<file path="config.mk">
export PLATFORM = sky130hd
export DESIGN_NAME = spbq_levels
export DESIGN_NICKNAME = d
export VERILOG_FILES = /design/src/rtl/core/spbq_pkg.sv /design/src/rtl/core/spbq_levels.sv
export VERILOG_INCLUDE_DIRS = /design/src /design/src/rtl/core
export SDC_FILE = /design/constraint.sdc
export NUM_CORES = 1
export LEC_CHECK = 0
export BUFFER_PORTS_ARGS = -buffer_cell sky130_fd_sc_hd__buf_2
export CELL_PAD_IN_SITES_DETAIL_PLACEMENT = 2
export CELL_PAD_IN_SITES_GLOBAL_PLACEMENT = 2
export CORE_MARGIN = 8
export CORE_UTILIZATION = 35
export DETAILED_ROUTE_END_ITERATION = 10
export PLACE_DENSITY = 0.81
export SYNTH_ARGS = -nofsm -noshare
export SYNTH_HDL_FRONTEND = slang
export SYNTH_SLANG_ARGS = --single-unit
</file>
<file path="constraint.sdc">
create_clock -name clk -period 5.4 [get_ports clk]
set_clock_uncertainty 0.05 [all_clocks]
set_input_delay 0.27 -clock clk [delete_from_list [all_inputs] [get_ports clk]]
set_output_delay 0.27 -clock clk [all_outputs]
set_load 0.02 [all_outputs]
</file>
<file path="src/rtl/core/strict_priority_block_queue_core_macros.svh">
// ---------------------------------------------------------------------------
// Assertion macros for the strict-priority block queue
// Shared concurrent assertion forms, clocked on clk and disabled in reset.
// ---------------------------------------------------------------------------
`ifndef STRICT_PRIORITY_BLOCK_QUEUE_CORE_MACROS_SVH
`define STRICT_PRIORITY_BLOCK_QUEUE_CORE_MACROS_SVH

// The consequent must hold in the same cycle as the antecedent.
`define SPBQ_ASSERT_NOW(lbl, ante, cons) \
  lbl: assert property (@(posedge clk) disable iff (!rst_n) (ante) |-> (cons)) \
    else $error("spbq: same-cycle check failed");

// The consequent must hold in the cycle after the antecedent.
`define SPBQ_ASSERT_NEXT(lbl, ante, cons) \
  lbl: assert property (@(posedge clk) disable iff (!rst_n) (ante) |=> (cons)) \
    else $error("spbq: next-cycle check failed");

`endif

</file>
<file path="src/rtl/core/spbq_pkg.sv">
// ---------------------------------------------------------------------------
// Strict-priority block queue package
// Payload types, operation and status codes, and default parameter values.
// ---------------------------------------------------------------------------
`default_nettype none

package spbq_pkg;

  // Default values for the top-level parameters.
  localparam int DEF_LEVELS      = 4;
  localparam int DEF_MAX_DEPTH   = 256;
  localparam int DEF_BLOCK_BYTES = 8;

  // Fixed field widths.
  localparam int OP_W     = 2;
  localparam int PRIO_W   = 3;
  localparam int DATA_W   = 64;
  localparam int LEN_W    = 8;
  localparam int STATUS_W = 3;
  localparam int OLEN_W   = 4;
  localparam int SERVED_W = 2;
  localparam int TOTAL_W  = 9;

  localparam logic [TOTAL_W-1:0] TOTAL_RESET = 9'd256;

  // Operation codes.
  localparam logic [OP_W-1:0] OP_PUSH  = 2'd0;
  localparam logic [OP_W-1:0] OP_POP   = 2'd1;
  localparam logic [OP_W-1:0] OP_CLEAR = 2'd2;

  // Status codes.
  localparam logic [STATUS_W-1:0] ST_OK    = 3'd0;
  localparam logic [STATUS_W-1:0] ST_FULL  = 3'd1;
  localparam logic [STATUS_W-1:0] ST_EMPTY = 3'd2;
  localparam logic [STATUS_W-1:0] ST_LONG  = 3'd3;
  localparam logic [STATUS_W-1:0] ST_ROOM  = 3'd4;

  typedef struct packed {
    logic [OP_W-1:0]   opcode;
    logic [PRIO_W-1:0] priority_req;
    logic [DATA_W-1:0] block_data;
    logic [LEN_W-1:0]  block_length;
    logic [LEN_W-1:0]  room;
  } spbq_in_t;

  typedef struct packed {
    logic [STATUS_W-1:0] status;
    logic [DATA_W-1:0]   out_data;
    logic [OLEN_W-1:0]   out_length;
    logic [SERVED_W-1:0] served_level;
  } spbq_out_t;

  // One stored block: its bytes and its length.
  typedef struct packed {
    logic [DATA_W-1:0] data;
    logic [OLEN_W-1:0] len;
  } spbq_entry_t;

  // Level state update issued when an operation completes.
  typedef struct packed {
    logic push;
    logic pop;
    logic clear;
  } spbq_cmd_t;

  // Keeps the bytes below len and zeroes the rest.
  function automatic logic [DATA_W-1:0] byte_mask(input logic [OLEN_W-1:0] len);
    logic [DATA_W-1:0] m;
    m = '0;
    for (int b = 0; b < DATA_W / 8; b++) begin
      if (OLEN_W'(b) < len) begin
        m[8*b +: 8] = 8'hFF;
      end
    end
    return m;
  endfunction

endpackage

`default_nettype wire

</file>
<file path="src/rtl/core/spbq_levels.sv">
// ---------------------------------------------------------------------------
// Per-level queue state
// Holds read and write pointers, fill counts and the capacity register, and
// works out the capacity and pointers of the level being looked up.
// ---------------------------------------------------------------------------
`default_nettype none
`include "strict_priority_block_queue_core_macros.svh"

module spbq_levels #(
  parameter int LEVELS    = spbq_pkg::DEF_LEVELS,
  parameter int MAX_DEPTH = spbq_pkg::DEF_MAX_DEPTH,
  parameter int LVL_W     = $clog2(LEVELS),
  parameter int PTR_W     = $clog2(MAX_DEPTH),
  parameter int CNT_W     = $clog2(MAX_DEPTH + 1)
) (
  input  wire                            clk,
  input  wire                            rst_n,
  input  wire                            cfg_wr_en,
  input  wire [spbq_pkg::TOTAL_W-1:0]    cfg_wr_data,
  input  wire [LVL_W-1:0]                lk_lvl_i,
  input  spbq_pkg::spbq_cmd_t            cmd_i,
  output logic [LVL_W-1:0]               pop_lvl_o,
  output logic                           any_ne_o,
  output logic [PTR_W-1:0]               lk_rptr_o,
  output logic [PTR_W-1:0]               lk_wptr_o,
  output logic [CNT_W-1:0]               lk_fill_o,
  output logic [CNT_W-1:0]               lk_cap_o
);
  import spbq_pkg::*;

  localparam int LO     = 1 << (LEVELS - 1);
  localparam int CALC_W = (CNT_W > TOTAL_W) ? CNT_W : TOTAL_W;

  logic [TOTAL_W-1:0] total_r;
  logic [PTR_W-1:0]   rptr_r  [LEVELS];
  logic [PTR_W-1:0]   wptr_r  [LEVELS];
  logic [CNT_W-1:0]   fill_r  [LEVELS];
  logic [PTR_W-1:0]   rptr_nxt [LEVELS];
  logic [PTR_W-1:0]   wptr_nxt [LEVELS];
  logic [CNT_W-1:0]   fill_nxt [LEVELS];
  logic [LEVELS-1:0]  ne;
  logic [CALC_W-1:0]  t_ext;
  logic [CALC_W-1:0]  t_lo;
  logic [CALC_W-1:0]  t_clamp;
  logic [CALC_W-1:0]  c_shift;
  logic [LVL_W-1:0]   sh;
  logic [CNT_W-1:0]   rptr_inc;
  logic [CNT_W-1:0]   wptr_inc;

  // Non-empty flags and the highest-priority non-empty level.
  always_comb begin
    pop_lvl_o = '0;
    for (int i = 0; i < LEVELS; i++) begin
      ne[i] = (fill_r[i] != '0);
    end
    for (int i = LEVELS - 1; i >= 0; i--) begin
      if (ne[i]) begin
        pop_lvl_o = LVL_W'(i);
      end
    end
    any_ne_o = |ne;
  end

  // Capacity of the looked-up level: clamped total shifted by its distance
  // from the lowest level, never below one block.
  always_comb begin
    t_ext   = CALC_W'(total_r);
    t_lo    = (t_ext < CALC_W'(LO)) ? CALC_W'(LO) : t_ext;
    t_clamp = (t_lo > CALC_W'(MAX_DEPTH)) ? CALC_W'(MAX_DEPTH) : t_lo;
    sh      = LVL_W'(LEVELS - 1) - lk_lvl_i;
    c_shift = t_clamp >> sh;
    lk_cap_o = (c_shift == '0) ? CNT_W'(1) : CNT_W'(c_shift);
  end

  assign lk_rptr_o = rptr_r[lk_lvl_i];
  assign lk_wptr_o = wptr_r[lk_lvl_i];
  assign lk_fill_o = fill_r[lk_lvl_i];
  assign rptr_inc  = CNT_W'(lk_rptr_o) + CNT_W'(1);
  assign wptr_inc  = CNT_W'(lk_wptr_o) + CNT_W'(1);

  // Pointer and count updates; a capacity write or a clear empties all levels.
  always_comb begin
    rptr_nxt = rptr_r;
    wptr_nxt = wptr_r;
    fill_nxt = fill_r;
    if (cfg_wr_en || cmd_i.clear) begin
      for (int i = 0; i < LEVELS; i++) begin
        rptr_nxt[i] = '0;
        wptr_nxt[i] = '0;
        fill_nxt[i] = '0;
      end
    end else if (cmd_i.push) begin
      wptr_nxt[lk_lvl_i] = (wptr_inc == lk_cap_o) ? '0 : PTR_W'(wptr_inc);
      fill_nxt[lk_lvl_i] = lk_fill_o + CNT_W'(1);
    end else if (cmd_i.pop) begin
      rptr_nxt[lk_lvl_i] = (rptr_inc == lk_cap_o) ? '0 : PTR_W'(rptr_inc);
      fill_nxt[lk_lvl_i] = lk_fill_o - CNT_W'(1);
    end
  end

  always_ff @(posedge clk) begin
    if (!rst_n) begin
      total_r <= TOTAL_RESET;
      for (int i = 0; i < LEVELS; i++) begin
        rptr_r[i] <= '0;
        wptr_r[i] <= '0;
        fill_r[i] <= '0;
      end
    end else begin
      if (cfg_wr_en) begin
        total_r <= cfg_wr_data;
      end
      rptr_r <= rptr_nxt;
      wptr_r <= wptr_nxt;
      fill_r <= fill_nxt;
    end
  end

  // A push only lands in a level with space, and a pop only leaves a
  // non-empty one.
  `SPBQ_ASSERT_NOW(a_push_has_space, cmd_i.push, lk_fill_o < lk_cap_o)
  `SPBQ_ASSERT_NOW(a_pop_has_data, cmd_i.pop, lk_fill_o != '0)
  // The looked-up level never holds more than its capacity.
  `SPBQ_ASSERT_NOW(a_fill_bounded, 1'b1, lk_fill_o <= lk_cap_o && lk_wptr_o < lk_cap_o)
  // Only one kind of update is issued at a time.
  `SPBQ_ASSERT_NOW(a_single_cmd, 1'b1, $onehot0({cmd_i.push, cmd_i.pop, cmd_i.clear}))
  // After a clear or a capacity write every level is empty.
  `SPBQ_ASSERT_NEXT(a_clear_empties, cmd_i.clear || cfg_wr_en, !any_ne_o)

endmodule

`default_nettype wire

</file>
==> Word-level counts from Yosys, hierarchy flattened <==
Index checks and enable logic that the tools add are counted.
{ "op_classes": {"n_reduce_logical": 11, "bitwise": 3, "n_mux": 28, "n_shift": 1, "div_mod_pow": 0, "eq_ne": 2, "add_sub_neg": 5, "magnitude_cmp": 4, "mul": 0} }
{ "ops": {"columns": ["operator", "count"], "rows": [
  ["36-bit bitwise mux", 2],
  ["36-bit 2-to-1 mux", 2],
  ["32-bit bitwise mux", 2],
  ["8-bit 2-to-1 mux", 7],
  ["9-bit 2-to-1 mux", 6],
  ["9-bit nonzero test", 4],
  ["8-bit binary-select mux with 2-bit select", 2],
  ["8-bit by 1-bit adder with 9-bit output (second input constant)", 2],
  ["9-bit binary-select mux with 2-bit select", 1],
  ["9-bit demux with 2-bit select", 1],
  ["9-bit equality test", 2],
  ["8-bit demux with 2-bit select", 1],
  ["9-bit by 1-bit adder with 9-bit output (second input constant)", 1],
  ["9-bit > comparator (second input constant)", 1],
  ["9-bit logical NOT", 1],
  ["9-bit by 4-bit < comparator with 1-bit output (second input constant)", 1],
  ["9-bit by 2-bit >> shifter with 9-bit output", 1],
  ["9-bit by 1-bit subtractor with 9-bit output (second input constant)", 1],
  ["2-bit 2-to-1 mux", 4],
  ["4-bit OR reduction", 1],
  ["3-bit greater-or-equal comparator (second input constant)", 1],
  ["3-bit by 1-bit < comparator with 1-bit output (second input constant)", 1],
  ["2-bit NOT with 3-bit output", 1],
  ["1-bit NOT", 2],
  ["6 further kinds", 6]
]} }
{ "totals": {"register_bits": 109, "latchBits": 0, "elab_cells": 67, "romBits": 0, "mem_bits_rw": 0, "output_inout_bits": 37, "inputBits": 17, "n_memories": 0} }

==> Logic depth before layout (Yosys ltp) <==
Gate-level depths: netlist of run 1.
{ "logic_depth": {"word_depth": 10, "mapped_depth": 16} }

==> Worst setup path before layout of run 1 <==
OpenSTA, ideal clock, no wires.
{ "synth_path": {"kind": "input to register", "from": "input port lk_lvl_i[1]", "to": "register wptr_r[28] (netlist name)", "stages": 14, "t_required_ns": 5.233, "setup_slack_ns": 1.876, "t_arrival_ns": 3.357, "cell_sequence": "buf_6 -> mux2_2 -> o21ai_2 -> inv_1 -> ha_1 -> xor2_2 -> nand3_1 -> a311o_1 -> a311oi_2 -> nand4_1 -> or4_4 -> buf_6 -> buf_6 -> a32o_1"} }
{ "synth_via": {"elab_chain_cells": 8} }
{ "synth_rtl": {"columns": ["element", "line_no", "rtl"], "rows": [
  ["start: declaration", "spbq_levels.sv:20", "input wire [LVL_W-1:0] lk_lvl_i,"],
  ["2-bit NOT with 3-bit output (implied by the code) (*)", "spbq_levels.sv:76", "assign lk_wptr_o = wptr_r[lk_lvl_i];"],
  ["8-bit binary-select mux with 2-bit select (*)", "spbq_levels.sv:76", null],
  ["8-bit 2-to-1 mux (implied by the code) (*) (2 in series)", "spbq_levels.sv:76", null],
  ["net lk_wptr_o[0]", "spbq_levels.sv:25", "output logic [PTR_W-1:0] lk_wptr_o,"],
  ["8-bit by 1-bit adder with 9-bit output (*)", "spbq_levels.sv:79", "assign wptr_inc = CNT_W'(lk_wptr_o) + CNT_W'(1);"],
  ["9-bit equality test", "spbq_levels.sv:93", "wptr_nxt[lk_lvl_i] = (wptr_inc == lk_cap_o) ? '0 : PTR_W'(wptr_inc);"],
  ["8-bit 2-to-1 mux (*)", "spbq_levels.sv:93", null],
  ["32-bit bitwise mux (*)", "spbq_levels.sv:93", null],
  ["end signal: assignment", "spbq_levels.sv:114", "wptr_r <= wptr_nxt;"],
  ["end: declaration", "spbq_levels.sv:36", "logic [PTR_W-1:0] wptr_r [LEVELS];"]
]} }
The timed path passes the listed nets; every way through them passes the cells marked *. The select of a mux whose other input is x is not followed.
A chain may end at the register's enable or synchronous reset.

==> Worst setup path after layout of run 1 <==
{ "layout_path": {"from": "input port lk_lvl_i[1]", "to": "register rptr_r[18] (netlist name)"} }
{ "layout_via": {"elab_chain_cells": 8} }
{ "layout_rtl": {"columns": ["element", "line_no", "rtl"], "rows": [
  ["2-bit NOT with 3-bit output", "spbq_levels.sv:75, spbq_levels.sv:96", null],
  ["8-bit binary-select mux with 2-bit select", "spbq_levels.sv:75", "assign lk_rptr_o = rptr_r[lk_lvl_i];"],
  ["8-bit 2-to-1 mux (implied by the code) (2 in series)", "spbq_levels.sv:75", null],
  ["8-bit by 1-bit adder with 9-bit output", "spbq_levels.sv:78", "assign rptr_inc = CNT_W'(lk_rptr_o) + CNT_W'(1);"],
  ["9-bit equality test", "spbq_levels.sv:96", "rptr_nxt[lk_lvl_i] = (rptr_inc == lk_cap_o) ? '0 : PTR_W'(rptr_inc);"],
  ["8-bit 2-to-1 mux", "spbq_levels.sv:96", null],
  ["32-bit bitwise mux (*)", "spbq_levels.sv:96", null],
  ["end signal: assignment", "spbq_levels.sv:113", "rptr_r <= rptr_nxt;"],
  ["end: declaration", "spbq_levels.sv:35", "logic [PTR_W-1:0] rptr_r [LEVELS];"]
]} }
Mark *: on every way between the ends. The rest lies on a longest branch, timed or not. The select of a mux whose other input is x is not followed.

==> impl_results.md, run 1 <==
* Final hold vios at 0
* Worst VDD drop at just over 0.2 mV
* Post-synthesis sequential area ratio at 36.6%
* Num CTS Buffers at 9
* Final min period at 4.20 ns
* Crit path launch: lk_lvl_i[1]
* Detail Route Antenna Nets at 0
* Die Span Y at 147 um
* Post-synth EDFFs at 0
* Proportion of synthesized area in mux cells at around an eighth
* Grt total ovfl at 0
* IO buf count at 53
* Worst setup EP type: register
* Initial antenna violation count at 0
* CTS hold repair buffers at 0
* Yosys top cell by area: dfxtp_1
* Core ar. at roughly 0.017 mm2
* Measured slew at the worst slew-check pin at 1.39 ns
* Final hold slack at roughly 0.085 ns
* Synth Warn # at 0
* Max incr delay on CP at 0.63 ns
* Sequential cell area at 0.00218 mm2
* Vias/cell at 6.12
* Multi-input logic area at 0.00350 mm2
* First-pass GRT wire length at approximately 34 mm
* CP Cell Sequence: buf_2, mux4_2, ha_1, nand2_1, o22ai_1, and4_1, xor2_1, mux2i_1, a32oi_1, nand4_2, a32o_1
* Compound-Gate Fraction of Synth Area at 21.8%
* Cell area after synthesis at 0.00597 mm2
* Area grow syn2layout at 10.7%
* Worst skew pair latency at 0.36 ns
* Synth top cells by count: 109 x dfxtp_1, 65 x nor2_1, 55 x a32o_1, 45 x nand2_1, 39 x a21oi_1
* Fin cells at 887
* Detailed Route WL at 21.6 mm
* Fraction of layout cells with a size suffix above 1 at 17.4%
* Drt pass-1 iters at 5
* Simple-Gate Fraction of Synth Area at 16.6%
* Synth Net Count at about 660
* Yosys cell types at 62
* CTS tree: yes
* Synth top area cells: dfxtp_1 37%, a32o_1 9.2%, mux4_2 9.1%
* Crit Path Max Fanout at 31
* CP arrival at 4.40 ns
* Post-Synth XOR/XNOR Area at approximately 6.4%
* Largest net degree at the start of global routing at 42
* Clock root cell: clkbuf_16
* Slew headroom at under 10%
* Pins Over Slew Limit at 0
* DRC viols at 0
* Die area at 0.0215 mm2
* Leakage at between 2 and 2.5 nW
* Final Setup Violations at 0
* Final GP Congestion at 0.850
* Fillers at 1833
* Vias post-DR at about 5400
* Htree depth at 3
* Wire length per cell at 24.4 um
* Clock transition at path regs at ~0.070 ns
* Diode count at 0
* Initial Util at between 30% and 40%
* Fraction of registers with async set or reset after synthesis at 0%
* Pwr Total at 1.71 mW
* Adder-cell area share of the yosys netlist at 1.01%
* Max-cap viol count at 0
* DP HPWL at around 15 mm
* Rows at 47
* Synth Instances at around 640
* Synth Area per Inst at approximately 9.4 um2
* Post-CTS Resized at 0
* DR iter-0 viols at 326
* RSZ-0062 raised after global routing: false
* Critical Path RT at 5.59 ns
* CP startpoint kind: input port
* Fin crit share at 77.9%
* Type of the worst setup path: in -> reg
* Layout Nets at ~680
* #FFs+latches synth at 109
* Hold path startpoint: cfg_wr_data[8]
* Post-CTS setup buffer count at 0
* Placed cells at 871
* Post-synth top flop: dfxtp_1
* Maximum clock frequency at approximately 240 MHz
* Setup TNS at 0 ns
* Cell with the most instances after synthesis: dfxtp_1
* Top-area cell type share of the netlist area at 36.6%
* Worst R2R Start: t_ext[4]
* Vias in the first global route at 6000
* Maximum clock path buffer count at 2
* Status: complete, no violations
* Tot GR Track Use at 20.0%
* Die outline width at 147 um
* # IOs at 54
* Sink Count at 109
* P per Cell Area at 258 mW/mm2
* Main combinational cell family by area after synthesis: compound AO/OA/AOI/OAI gates
* Slowest cell on the critical path: nand4_2
* Min-delay worst type: in -> reg
==> stage by stage <==
stage / instance area [um2] / worst slack, ns / util [%]
2_1_floorplan: 5970 / 1.88 / -
3_3_place_gp: 6330 / 1.23 / 38.0
3_5_place_dp: 6330 / 1.08 / 38.0
4_1_cts: 6610 / 1.24 / 39.7
5_1_grt: 6610 / 1.00 / 39.7
6_report: 6610 / 1.20 / 39.7
==> power breakdown <==
part / internal (mW) / switching (mW)
Sequential: 0.812 / 0.00989
Combinational: 0.0746 / 0.151
Clock: 0.321 / 0.339
==> state kept, by name, summed over array words and instances, names as in the netlist, named ones only <==
| name | count |
|---|---|
| t_ext | 9 |
| rptr_r | 32 |
| fill_r | 32 |
| wptr_r | 32 |
==> cell usage in the layout (no fill, tap or decap), types with 3 or more instances in the layout <==
cell type | synthesis | final
clkbuf_16 | 0 | 9
mux4_2 | 24 | 24
a32o_1 | 55 | 55
a21oi_1 | 39 | 39
buf_2 | 9 | 53
nor2b_1 | 12 | 12
inv_1 | 13 | 13
mux2i_1 | 17 | 17
mux2_2 | 3 | 3
a211oi_1 | 8 | 8
buf_4 | 7 | 7
nand2_1 | 45 | 45
and2_1 | 8 | 8
xor2_1 | 16 | 16
a31oi_1 | 4 | 4
o211ai_1 | 13 | 13
xnor2_1 | 21 | 21
o21ai_0 | 36 | 36
and3_1 | 6 | 6
nor2_1 | 65 | 65
nor3_1 | 12 | 12
nor4_1 | 8 | 8
nand3_1 | 18 | 18
ha_1 | 4 | 4
dfxtp_1 | 109 | 109
nand2b_1 | 10 | 10
a22o_1 | 4 | 4
and4_1 | 3 | 3
inv_6 | 0 | 3
==> cell families (layout without fill, tap and decap cells) <==
family / count (synthesis) / in the layout
XOR/XNOR: 40 / 40
buffers and inverters: 58 / 90
multiplexers: 45 / 45
AO/OA/AOI/OAI: 177 / 177
adder cells (fa/ha/maj): 5 / 5
AND/OR/NAND/NOR: 201 / 201
flip-flops: 109 / 109
==> per-layer routing <==
layer  track usage, %  part of all wire, %  up-vias
li1                 -                    -     2438
met1             23.6                   42     2839
met2             35.4                   52      114
met3             3.03                  3.6       37
met4             8.24                  2.3        0
met5                0                    0        -
==> worst max-delay path: cells and delay by family <==
kind,cells,cell delay (ns)
xor gates and xnor gates,1,0.45
adders and majority gates,1,0.22
and+or+nand+nor,3,1.05
muxes,2,0.56
buffers and inverters,1,0.57
AOI/OAI and AO/OA,3,1.23
==> layout make-up <==
type / count / area share, %
Clock buffer: 9 / 3.41
Tap cell: 220 / 4.17
Inverter: 14 / 0.795
Multi-Input combinational cell: 468 / 53.0
Clock inverter: 7 / 0.833
Timing Repair Buffer: 60 / 4.81
Sequential cell: 109 / 33.0
==> worst paths after layout <==
path                end  slack (ns)  depth (start not counted)
max          rptr_r[18]        1.20                         11
min            t_ext[8]        0.08                          3
max reg2reg  rptr_r[18]        1.26                          8
min reg2reg  wptr_r[10]        0.42                          1
(Power assumes the default switching activity.)
==> run 2, diff against run 1 <==
--- a/config.mk
+++ b/config.mk
@@ -10,9 +10,9 @@
 export CELL_PAD_IN_SITES_DETAIL_PLACEMENT = 2
 export CELL_PAD_IN_SITES_GLOBAL_PLACEMENT = 2
 export CORE_MARGIN = 8
-export CORE_UTILIZATION = 35
+export CORE_UTILIZATION = 34
 export DETAILED_ROUTE_END_ITERATION = 10
-export PLACE_DENSITY = 0.81
+export PLACE_DENSITY = 0.82
 export SYNTH_ARGS = -nofsm -noshare
 export SYNTH_HDL_FRONTEND = slang
 export SYNTH_SLANG_ARGS = --single-unit
==> constraint.sdc (replaced) <==
create_clock -name clk -period 3.5 [get_ports clk]
set_clock_uncertainty 0.05 [all_clocks]
set_input_delay 0.175 -clock clk [delete_from_list [all_inputs] [get_ports clk]]
set_output_delay 0.175 -clock clk [all_outputs]
set_load 0.02 [all_outputs]
==> run 2 against run 1 <==
Against the previous run:
- via count increased by 2.5%
- non-clock buffer count increased by 25
- clock power increased by 75%
- combinational power increased by 69%
- final area increased by 4.3%
- global-route usage increased by 0.45 points
==> impl_results.md, run 2 (synthesis results as in run 1) <==
* Core ar. at 0.0172 mm2
* Min-delay worst type: in -> reg
* Status: complete, no violations
* Sink Count at about 110
* Largest net degree at the start of global routing at 39
* Vias in the first global route at 6151
* Critical Path RT at 3.71 ns
* Final hold vios at 0
* Post-place setup slack at -0.000598 ns
* Fin crit share at between 90% and 100%
* DR iter-0 viols at 401
* Rows at 48
* Busiest grt layer: met2
* Clock transition at path regs at approximately 0.080 ns
* Measured slew at the worst slew-check pin at 0.890 ns
* Worst setup EP type: register
* Num CTS Buffers at 9
* Tot GR Track Use at 20.4%
* Final worst slack at 0.0929 ns
* R2R cell count at 9
* Maximum clock path buffer count at 2
* Die Span Y at 148 um
* CP Cell Sequence: mux4_2, ha_1, xor2_2, nand3_1, a311o_1, a311oi_2, nand4_1, or4_4, a32o_1
* Clock root cell: clkbuf_16
* Max-cap viol count at 0
* Vias/cell at 6.06
* Fillers at 1848
* Layout Nets at 709
* Worst skew pair latency at 0.37 ns
* Met3 global-route usage at 3.31%
* Grt met1 use at 24.4%
* Detail Route Antenna Nets at 0
* Worst VDD drop at around 0.25 mV
* First-pass GRT wire length at 35.4 mm
* Drt pass-1 iters at 5
* Initial Util at ~35%
* Slew headroom at 40.7%
* Placed Area at 0.00653 mm2
* P per Cell Area at about 410 mW/mm2
* Met2 usage at 35.2%
* IO buf count at 53
* Multi-input logic area at around 0.0035 mm2
* Final Setup Violations at 0
* Commonest non-fill, non-tap cell in the layout: dfxtp_1
* CTS tree: yes
* Slowest cell on the critical path: or4_4
* Sequential cell area at 0.00218 mm2
* Crit Path Max Fanout at 15
* # IOs at 54
* Type of the worst setup path: reg -> reg
* Placed cells at 900
* CP startpoint kind: register
* Leakage at 2.65 nW
* Die outline width at 148 um
* WHS Path Cells at 3
* Finished layout cell area at 0.00689 mm2
* Most frequent cells in the layout: 109 x dfxtp_1, 65 x nor2_1, 55 x a32o_1, 53 x buf_2, 45 x nand2_1
* Detailed Route WL at around 23 mm
* Maximum clock frequency at 294 MHz
* DRC viols at 0
* CP arrival at 3.61 ns
* Largest regs: fill_r: 32 flops, rptr_r: 32 flops, wptr_r: 32 flops
* Max incr delay on CP at 0.68 ns
* Htree depth at 3
* Post-CTS setup buffer count at 0
* Area grow syn2layout at 15.5%
* Fin cells at 918
* Wire length per cell at 24.7 um
* Final min period at 3.41 ns
* Pins Over Slew Limit at 0
* Fraction of layout cells with a size suffix above 1 at between 20% and 30%
* Final hold slack at around 0.040 ns
* Die area at roughly 0.022 mm2
* DP HPWL at 16.5 mm
* Initial antenna violation count at 0
* Final GP Congestion at about 0.87
* Grt total ovfl at 0
* Vias post-DR at 5565
* Diode count at 0
run 2: cell count changes in the layout (fill, tap and decap cells not counted), sizes merged:
cell,before,now
buf,60,84
inv,18,15
bufinv,0,2
clkinvlp,1,2
dlygate4sd3,0,1
or4,3,4
run 2: per-layer routing:
metal | share of wire (%) | vias to the layer above
met1 | 43 | 2899
met5 | 0 | -
li1 | - | 2495
met3 | 3.3 | 47
met2 | 51 | 124
met4 | 3.0 | 0
run 2: timing repair:
item,CTS,global route
endpoints found under the setup margin,29,55
cloned,0,1
endpoints found under the hold margin,1,0
hold buffers,1,0
pin swaps,0,1
gates resized for setup,1,5
run 2: stage by stage:
stage	util, %	power, mW	TNS, ns
after floorplan	-	1.54	0
after global placement	37.9	1.64	0
after detailed placement	37.9	1.66	-0.000598
after CTS	39.8	2.80	0
after global routing	40.0	2.89	-0.332
final	40.0	2.80	0
run 2: area by class of cell:
cell class / instances / area share [%]
clock buffers: 9 / 3.27
flip-flops and latches: 109 / 31.7
clock inverters: 7 / 1.42
well taps: 225 / 4.08
multi-input cells: 469 / 51.3
repair buffers: 85 / 7.55
inverters: 14 / 0.763
run 2: worst max-delay path, delay by kind of cell, from the launching register on:
kind	cells	cell delay [ns]
adder cells (fa/ha/maj)	1	0.28
flip-flops	1	0.32
AND/OR/NAND/NOR	3	0.98
multiplexers	1	0.52
XOR/XNOR	1	0.24
AO/OA/AOI/OAI	3	0.90
run 2: path summary, 6_finish.rpt:
check / startpoint / slack, ns / end
max: wptr_r[1] / 0.09 / wptr_r[24]
min reg2reg: rptr_r[21] / 0.42 / rptr_r[21]
min: cfg_wr_data[4] / 0.04 / t_ext[4]
max reg2reg: wptr_r[1] / 0.09 / wptr_r[24]
run 2: power by group:
| part | switching [mW] | internal [mW] | leakage [nW] |
|---|---|---|---|
| Combinational | 0.246 | 0.135 | 1.62 |
| Clock | 0.515 | 0.631 | 0.152 |
| Sequential | 0.0157 | 1.25 | 0.881 |
| Total | 0.777 | 2.02 | 2.65 |
==> run 3, diff against run 2 <==
--- a/config.mk
+++ b/config.mk
@@ -7,7 +7,7 @@
 export NUM_CORES = 1
 export LEC_CHECK = 0
 export BUFFER_PORTS_ARGS = -buffer_cell sky130_fd_sc_hd__buf_2
-export CELL_PAD_IN_SITES_DETAIL_PLACEMENT = 2
+export CELL_PAD_IN_SITES_DETAIL_PLACEMENT = 0
 export CELL_PAD_IN_SITES_GLOBAL_PLACEMENT = 2
 export CORE_MARGIN = 8
 export CORE_UTILIZATION = 34
==> run 3 against run 2 <==
Against the previous run:
- hold slack got worse by 0.0090 ns
- global-route usage is 4.3 points lower
- largest cell class unchanged
- via count fell by 5.8%
- die area unchanged
- sequential share of layout area up 0.37 points
- highest routed layer unchanged
- sequential power about the same
- worst setup slack gained 0.051 ns
==> impl_results.md, run 3 (synthesis results as in run 1) <==
* Initial antenna violation count at 0
* Status: complete, no violations
* Final hold vios at 0
* Pins Over Slew Limit at 0
* Type of the worst setup path: reg -> reg
* Critical Path RT at 3.70 ns
* Grt total ovfl at 0
* Most frequent cells in the layout: 109 x dfxtp_1, 65 x nor2_1, 55 x a32o_1, 53 x buf_2, 45 x nand2_1
* Htree depth at 3
* Crit Path Max Fanout at 29
* Fin crit share at 95.9%
* Final min period at 3.36 ns
* Final worst slack at 0.144 ns
* Clock root cell: clkbuf_16
* CP arrival at 3.55 ns
* Busiest grt layer: met2
* Detailed Route WL at between 15 and 20 mm
* Max-cap viol count at 0
* DRC viols at 0
* Area grow syn2layout at 14.2%
* Final GP Congestion at 0.871
* Worst skew pair latency at between 0.3 and 0.4 ns
* DR iter-0 viols at around 450
* Tot GR Track Use at 16.2%
* Rows at 48
* Placed Area at 0.00653 mm2
* Initial Util at 34.6%
* Vias post-DR at about 5200
* CTS tree: yes
* Worst setup EP type: register
* Detail Route Antenna Nets at 0
* Commonest non-fill, non-tap cell in the layout: dfxtp_1
* Min-delay worst type: in -> reg
* Worst VDD drop at about 0.24 mV
* Measured slew at the worst slew-check pin at between 0.8 and 0.9 ns
* Die area at 0.0220 mm2
* Setup TNS at 0 ns
* CP startpoint kind: register
* Fin cells at 917
* Fraction of layout cells with a size suffix above 1 at between 20 and 25%
* Max incr delay on CP at ~0.73 ns
* Placed cells at 900
* Post-place setup slack at 0.0666 ns
* Maximum clock frequency at 298 MHz
* Core ar. at 0.0172 mm2
* Finished layout cell area at 0.00681 mm2
* DP HPWL at 13.2 mm
* Num CTS Buffers at 9
* Largest net degree at the start of global routing at 39
* Final Setup Violations at 0
* Drt pass-1 iters at 5
* Slowest cell on the critical path: or4_4
* Grt met1 use at 20.9%
* Slew headroom at 44.2%
* CP Cell Sequence: or4_1, and3_1, nor4_4, xor2_1, a311oi_2, nand4_1, or4_4, a32o_1
* Largest regs: fill_r: 32 flops, rptr_r: 32 flops, wptr_r: 32 flops
* Diode count at 0
* IO buf count at 53
* Clock transition at path regs at roughly 0.07 ns
* Met3 global-route usage at 3.01%
* Sink Count at around 110
* RSZ-0062 raised after global routing: false
* Leakage at 2.62 nW
* Vias/cell at 5.72
* Maximum clock path buffer count at 2
* Met2 usage at 26.1%
* P per Cell Area at 378 mW/mm2
* Fillers at 1719
* Layout Nets at ~700
* First-pass GRT wire length at around 29 mm
* Die Span Y at 148 um
* # IOs at 54
* Vias in the first global route at 5233
* Die outline width at roughly 150 um
* Wire length per cell at 19.4 um
## run 3: cell types whose count changed in the layout (fill, tap and decap cells not counted)
cell,previous run,this run
clkinv_4,1,0
and3_1,5,6
bufinv_16,2,0
and3_2,1,0
xnor2_2,1,0
or4_4,3,1
clkinvlp_4,2,1
clkinv_2,1,5
or4_1,1,2
o21ai_0,35,36
xnor2_1,20,21
o21ai_1,1,0
## run 3: metal layers
| metal | vias to the layer above | routed length (um) | part of all wire, % |
|---|---|---|---|
| met5 | - | 0 | 0 |
| met4 | 0 | 314 | 1.8 |
| met3 | 22 | 856 | 4.8 |
| met2 | 147 | 8580 | 48 |
| met1 | 2577 | 8050 | 45 |
| li1 | 2499 | - | - |
## run 3: path summary, 6_finish.rpt
path | to | slack, ns | from | depth (start not counted)
max reg2reg | wptr_r[8] | 0.14 | t_ext[4] | 8
min reg2reg | rptr_r[9] | 0.40 | rptr_r[9] | 2
min | t_ext[3] | 0.03 | cfg_wr_data[3] | 3
max | wptr_r[8] | 0.14 | t_ext[4] | 8
## run 3: cell type report
type / count / area (um2) / area share, %
flip-flops and latches: 109 / 2180 / 32.0
multi-input cells: 468 / 3510 / 51.5
well taps: 225 / 282 / 4.13
clock buffers: 9 / 225 / 3.31
clock inverters: 7 / 41.3 / 0.606
repair buffers: 85 / 520 / 7.64
inverters: 14 / 52.6 / 0.771
## run 3: through the flow
| step | util, % | hold WS (ns) | power (mW) |
|---|---|---|---|
| global placement | 37.9 | 0.343 | 1.64 |
| global route | 39.5 | 0.0597 | 2.68 |
| detailed placement | 37.9 | 0.353 | 1.64 |
| finish | 39.5 | 0.0314 | 2.58 |
| CTS | 39.5 | 0.0202 | 2.60 |
| floorplan | - | 0.254 | 1.54 |
## run 3: timing repair
item / in CTS / in global routing
endpoints found under the setup margin: 0 / 29
endpoints found under the hold margin: 1 / 0
hold buffers: 1 / 0
setup buffers: 0 / 0
gates resized for setup: 0 / 1
## run 3: critical path, delay by kind of cell (launching register included)
kind,cells,cell delay [ns]
and+or+nand+nor,5,2.12
xor gates and xnor gates,1,0.14
AOI/OAI and AO/OA,2,0.57
DFF,1,0.35
## run 3: where the power goes
| part | switching (mW) | internal [mW] | total, mW |
|---|---|---|---|
| Clock | 0.477 | 0.480 | 0.957 |
| Sequential | 0.0130 | 1.25 | 1.27 |
| Combinational | 0.222 | 0.132 | 0.354 |
| Total | 0.713 | 1.86 | 2.58 |
